## src/rtl/core/lqb_pkg.sv

```systemverilog
package lqb_pkg;

    // width of a component fed to the normalizer (covers end - start plus slack)
    localparam int VW = 36;
    // width of a length out of the normalizer (32-bit root shifted by up to 5)
    localparam int LW = 37;
    // width of the pre-root shift
    localparam int SW = 3;
    // largest pre-root shift
    localparam int S_MAX = 5;

    localparam logic [1:0] COL_WIDTH  = 2'd0;
    localparam logic [1:0] COL_LENGTH = 2'd1;
    localparam logic [1:0] COL_NORMAL = 2'd2;
    localparam logic [1:0] COL_ORIGIN = 2'd3;

    typedef logic signed [VW-1:0] t_nval;

    typedef struct packed {
        logic               shown;
        logic [3:0][2:0][31:0] vec;
    } t_packet;

    // round to nearest, ties away from zero, dropping f fraction bits
    function automatic logic signed [63:0] f_round(input logic signed [63:0] p, input int f);
        logic [63:0] mag;
        logic [63:0] r;
        mag = p[63] ? 64'(-p) : 64'(p);
        r   = (mag + (64'd1 << (f - 1))) >> f;
        return p[63] ? -$signed(r) : $signed(r);
    endfunction

    function automatic logic [31:0] f_sat32(input logic signed [63:0] v);
        if (v > 64'sd2147483647) begin
            return 32'h7fff_ffff;
        end else if (v < -64'sd2147483648) begin
            return 32'h8000_0000;
        end
        return v[31:0];
    endfunction

endpackage

```

## src/rtl/core/lqb_out.sv

```systemverilog
module lqb_out (
    input  logic             i_clk,
    input  logic             i_rst_n,
    input  logic             i_valid,
    input  lqb_pkg::t_packet i_pkt,
    output logic             o_take,
    output logic             o_valid,
    input  logic             i_stall,
    output logic             o_shown,
    output logic [1:0]       o_column,
    output logic [31:0]      o_vec_x,
    output logic [31:0]      o_vec_y,
    output logic [31:0]      o_vec_z,
    output logic             o_last
);

    logic             r_busy;
    logic [1:0]       r_idx;
    lqb_pkg::t_packet r_pkt;
    logic             last_word;

    assign last_word = !r_pkt.shown || (r_idx == lqb_pkg::COL_ORIGIN);
    // free when empty or when the final word of a line leaves now
    assign o_take    = !r_busy || (!i_stall && last_word);

    always_ff @(posedge i_clk) begin
        if (!i_rst_n) begin
            r_busy <= 1'b0;
            r_idx  <= lqb_pkg::COL_WIDTH;
        end else if (o_take) begin
            r_busy <= i_valid;
            r_idx  <= lqb_pkg::COL_WIDTH;
        end else if (!i_stall) begin
            r_idx <= r_idx + 2'd1;
        end
    end

    always_ff @(posedge i_clk) begin
        if (o_take && i_valid) begin
            r_pkt <= i_pkt;
        end
    end

    assign o_valid  = r_busy;
    assign o_shown  = r_pkt.shown;
    assign o_column = r_pkt.shown ? r_idx : lqb_pkg::COL_WIDTH;
    assign o_vec_x  = r_pkt.shown ? r_pkt.vec[r_idx][0] : '0;
    assign o_vec_y  = r_pkt.shown ? r_pkt.vec[r_idx][1] : '0;
    assign o_vec_z  = r_pkt.shown ? r_pkt.vec[r_idx][2] : '0;
    assign o_last   = last_word;

endmodule

```

## config.mk

```make
export PLATFORM = sky130hd
export DESIGN_NAME = lqb_out
export DESIGN_NICKNAME = d
export VERILOG_FILES = /design/src/rtl/core/lqb_pkg.sv /design/src/rtl/core/lqb_out.sv
export SDC_FILE = /design/constraint.sdc
export NUM_CORES = 1
export LEC_CHECK = 0
export ABC_AREA = 1
export BUFFER_PORTS_ARGS = -buffer_cell sky130_fd_sc_hd__buf_2
export CAP_MARGIN = 20
export CELL_PAD_IN_SITES_DETAIL_PLACEMENT = 1
export CELL_PAD_IN_SITES_GLOBAL_PLACEMENT = 1
export CORE_MARGIN = 2
export CORE_UTILIZATION = 41
export DETAILED_ROUTE_END_ITERATION = 8
export GPL_TIMING_DRIVEN = 0
export HOLD_SLACK_MARGIN = 0.02
export PLACE_DENSITY_LB_ADDON = 0.3
export SLEW_MARGIN = 25
export SYNTH_ARGS = -nofsm -noshare
export SYNTH_HDL_FRONTEND = slang
export SYNTH_SLANG_ARGS = --single-unit
```

## constraint.sdc

```tcl
create_clock -name i_clk -period 84 [get_ports i_clk]
set_input_delay 16.8 -clock i_clk [delete_from_list [all_inputs] [get_ports i_clk]]
set_output_delay 16.8 -clock i_clk [all_outputs]
set_load 0.01 [all_outputs]
```

== Yosys cells after proc, flatten, opt, wreduce, memory -nomap -nowiden ==
Cells that the tools add are included.

* Bits in registers: 388
* Output and inout bits: 102
* Word-level logic and storage cells: 33

* $add $sub $neg: 1
* Order comparisons: 1
* Equality and inequality tests: 1
* Muxes and demuxes: 6
* Bitwise gates (word level): 1
* Reductions and logical operators: 8

{| class="wikitable"
|+ Operators with widths
! cell !! number
|-
| 96-bit binary-select mux with 2-bit select || 1
|-
| 32-bit two-way mux || 3
|-
| 96-bit two-way mux || 1
|-
| 1-bit zero test || 3
|-
| 2-bit by 3-bit less-than comparator with 1-bit output, second input constant || 1
|-
| 2-bit by 1-bit adder with 2-bit output, second input constant || 1
|-
| 2-bit == test, second input constant || 1
|-
| 1-bit logical AND || 2
|-
| 1-bit logical OR || 2
|-
| 2-bit two-way mux || 1
|-
| 2-bit OR reduction || 1
|-
| 1-bit NOT || 1
|}

== Longest topological paths before layout ==
* Word-level depth: 5
* Gate-level depth with buffers: 7

== Worst setup path after synthesis ==
No wires, ideal clock.

* Kind: in2reg
* Start point: input i_valid
* End point: register r_pkt, in the netlist o_shown (enable)
* Arrival time: 44.452 ns
* Path slack: 37.821 ns
* Stages: 1
* Buffers on the path: 0
* Path through: a21boi_0

* Cells in the longest elaborated chain, start to end: 1

{| class="wikitable"
|+ RTL lines
! item !! line !! RTL
|-
| from (decl) || lqb_out.sv:4 || <nowiki>input logic i_valid,</nowiki>
|-
| 1-bit logical AND || lqb_out.sv:39 || <nowiki>if (o_take && i_valid) begin</nowiki>
|-
| to (signal assigned) || lqb_out.sv:40 || <nowiki>r_pkt <= i_pkt;</nowiki>
|-
| to (decl) || lqb_out.sv:19 || <nowiki>lqb_pkg::t_packet r_pkt;</nowiki>
|}

Every way passes these cells.
A chain may end at the register's enable or synchronous reset.

== Worst setup path in the final report ==
* Start point: input i_stall
* End point: output o_take

* Cells in the longest elaborated chain, start to end: 3

{| class="wikitable"
|+ RTL lines
! item !! line !! RTL
|-
| from (decl) || lqb_out.sv:8 || <nowiki>input logic i_stall,</nowiki>
|-
| 1-bit zero test || n/a ||
|-
| 1-bit logical AND || lqb_out.sv:24 || <nowiki>assign o_take = !r_busy || (!i_stall && last_word);</nowiki>
|-
| 1-bit logical OR || lqb_out.sv:24 ||
|-
| to (decl) || lqb_out.sv:6 || <nowiki>output logic o_take,</nowiki>
|}

Every way passes these cells.

==> flow_summary.toml <==
[placement]
port_buffers = 490
place.gp.congestion = 0.829
place_hpwl_um = 40500
place_inst = 2576

[pwr]
swShare = 0.232
netSwitchingPower_mw = 0.106
powerDensity_nw_per_um2 = 21.2
leakagePower_nw = 10.4
clock_power_share = 0.392
share_seq_of_total_power = 0.507
p_int_mw = 0.351
p_comb_frac = 0.101
peakVddDrop_uv = 18.2

[timing]
setup_viol = 0
period_minus_slack_ns = 34.19
hold_violations = 0
tns_ns = 0
rsz0062_at_grt = "false"
post-route-period-util = 0.407
finClkSkew_ns = 0.00946
fmax_ghz = 0.0292
slew_headroom = 0.503
tightestPinTransition_ns = 0.744
drv_slew = 0

[yosys]
synth-simple-area-share = 0.148
synth_fp_nets = 1930
synth.avg_cell_area_um2 = 10.7
synth-compound-area-share = 0.0300
yosys.cell_types.count = 17
synth_area_um2 = 16500
synth_top_family_by_area = "simple AND/OR/NAND/NOR gates"
synth_fa_ha_area_frac = 0.000758
yosysWarnings = 0
synthMuxAreaShare = 0
synth_xor_area_frac = 0.000530
synth-seq-cells = 388
ys_seq_area_frac = 0.704
syn_inst = 1540

[die]
dieArea_um2 = 41900
die_x_um = 205
start_util = 0.416
die_h_um = 205
rows = 73
core-area_um2 = 39700
boundaryPins = 491

[detailed_routing]
drc = 0
routed_via_density = 4.82
drt_iter0_markers = 668
routed_wl_um = 54600
drt_pass1_iterations = 5
ant_nets = 0
wl_per_cell_um = 20.4
via_count = 12911

[final_layout]
final_cells = 2680
nFillCells = 4527
fin_util = 0.543
nets = 2487
area_growth_syn_to_layout_pct = 30.5
seq_area_um2 = 11600
final_layout_size_suffix_gt1_frac = 0.292
multi_input_area_um2 = 2970

[clock_network]
cts_resized = 0
post-cts-setup-buffers = 0
hold_buffers = 0
h-tree-depth = 2
insertion_delay_ns = 0.56
cts_buffer_depth = 3
clk_pin_slew_ns = 0.06
cts_tree = "yes"
cts_sinks = 388
cts_made_buffers = 44
cts-root-buf = "clkbuf_16"

[critical_path]
cp_max_fo = 3
cpLargestDelayFamily = "buffers and inverters"
arrival_ns = 17.39
critPathRequiredTime_ns = 67.20
worstSetupStartpointType = "primary input"
cp-end-kind = "output port"
cp_num_buf_inv = 3
max_stage_delay_ns = 0.16
crit_type = "primary input to output port"
cp_cell_sequence = "buf_2, inv_1, nand2_1, nand2_1, buf_2"
slowest_stage = "nand2_1"

[grt]
antenna_found_initial = 37
first_global_vias = 14105
grt.total_usage = 0.256
grt_first_pass_wirelength_um = 79600
globalRouteOverflowTotal = 0
grt_max_degree = 26

[run]
cap_viol_max_count = 0

[hold_path]
min_path_type = "flop to flop"

[outcome]
status = "finished clean"
[per-layer routing]
metal / wire (um) / share of wire / up-vias / track usage
li1: - / - / 6038 / -
met1: 20500 / 0.38 / 6266 / 0.289
met2: 27700 / 0.51 / 447 / 0.441
met3: 3850 / 0.070 / 140 / 0.0679
met4: 2440 / 0.045 / 20 / 0.137
met5: 139 / 0.0025 / - / 0
[cell type report]
type                    instances  share of cell area
plain buffers                  74              0.0216
flip-flops and latches        388               0.539
multi-input cells             687               0.138
diodes                         30             0.00348
inverters                     391              0.0681
well taps                     525              0.0305
repair buffers                511               0.139
clock inverters                15             0.00522
clock buffers                  59              0.0547
[synthesized netlist by cell type]
cell,count,area [um^2]
xor2_1,1,8.76
o21a_1,1,7.51
nand2_1,392,1470
a21oi_1,96,480
buf_6,15,169
ha_1,1,12.5
dfxtp_1,3,60.1
inv_1,388,1460
inv_2,3,11.3
buf_2,31,155
clkbuf_1,12,45.0
nand3_1,193,966
nor2_1,2,7.51
a21boi_0,1,7.51
edfxtp_1,385,11600
buf_4,10,75.1
buf_1,6,22.5
[metrics by stage]
step	total power [mW]	setup slack, ns	cell area (um^2)	hold WS, ns
2_1_floorplan	0.269	37.82	16500	0.544
3_3_place_gp	0.295	26.90	19600	0.579
3_5_place_dp	0.281	49.81	20200	0.650
4_1_cts	0.460	49.81	21500	0.659
5_1_grt	0.471	49.76	21500	0.667
6_report	0.456	49.81	21600	0.647
[worst paths after layout]
path / depth (start not counted) / endpoint / from / slack (ns)
setup / recovery: 5 / o_take / i_stall / 49.81
hold / removal: 2 / r_idx[1] / o_valid / 0.65
setup reg to reg: 9 / r_pkt[155] / o_shown / 81.05
hold reg to reg: 2 / r_idx[1] / o_valid / 0.65
[power by group through the flow]
| stage | Sequential [mW] | Combinational [mW] | Clock, mW |
|---|---|---|---|
| after floorplan | 0.249 | 0.0200 | 0 |
| after global placement | 0.256 | 0.0388 | 0 |
| after detailed placement | 0.235 | 0.0460 | 0 |
| after CTS | 0.231 | 0.0464 | 0.182 |
| after global routing | 0.232 | 0.0507 | 0.189 |
| final | 0.231 | 0.0461 | 0.179 |
[worst reg2reg max path, cell delays in order, from the launching register on]
cell and delay [ns]:
edfxtp_1 0.52, nand2_1 0.17, nand2_1 0.16, a21boi_4 0.65
buf_16 0.25, buf_16 0.17, buf_16 0.17, buf_16 0.18
buf_16 0.18, buf_16 0.18
[cell families after synthesis]
kind of cell               count (synthesis)
DFF                                      388
AOI/OAI and AO/OA                         98
adders and majority gates                  1
xor gates and xnor gates                   1
buffers and inverters                    465
and+or+nand+nor                          587
[flip-flops by register name, summed over array words and instances, names as in the netlist]
| name | cells |
|---|---|
| r_idx | 2 |
| o_shown | 1 |
| r_pkt | 384 |
| o_valid | 1 |
[placed cells by master, fill, tap and decap left out]
cell / synthesis / final
ha_1: 1 / 1
inv_1: 388 / 388
dfxtp_1: 3 / 3
clkbuf_1: 12 / 26
o21a_1: 1 / 1
buf_1: 6 / 6
xor2_1: 1 / 1
buf_6: 15 / 15
nand2_1: 392 / 392
buf_8: 0 / 2
bufinv_16: 0 / 2
edfxtp_1: 385 / 385
clkinv_2: 0 / 3
buf_2: 31 / 521
clkbuf_16: 0 / 45
inv_2: 3 / 3
diode_2: 0 / 30
clkinv_1: 0 / 10
nand3_1: 193 / 193
nor2_1: 2 / 2
buf_16: 0 / 19
a21oi_1: 96 / 96
a21boi_4: 0 / 1
buf_4: 10 / 10
(Power assumes the default switching activity.)
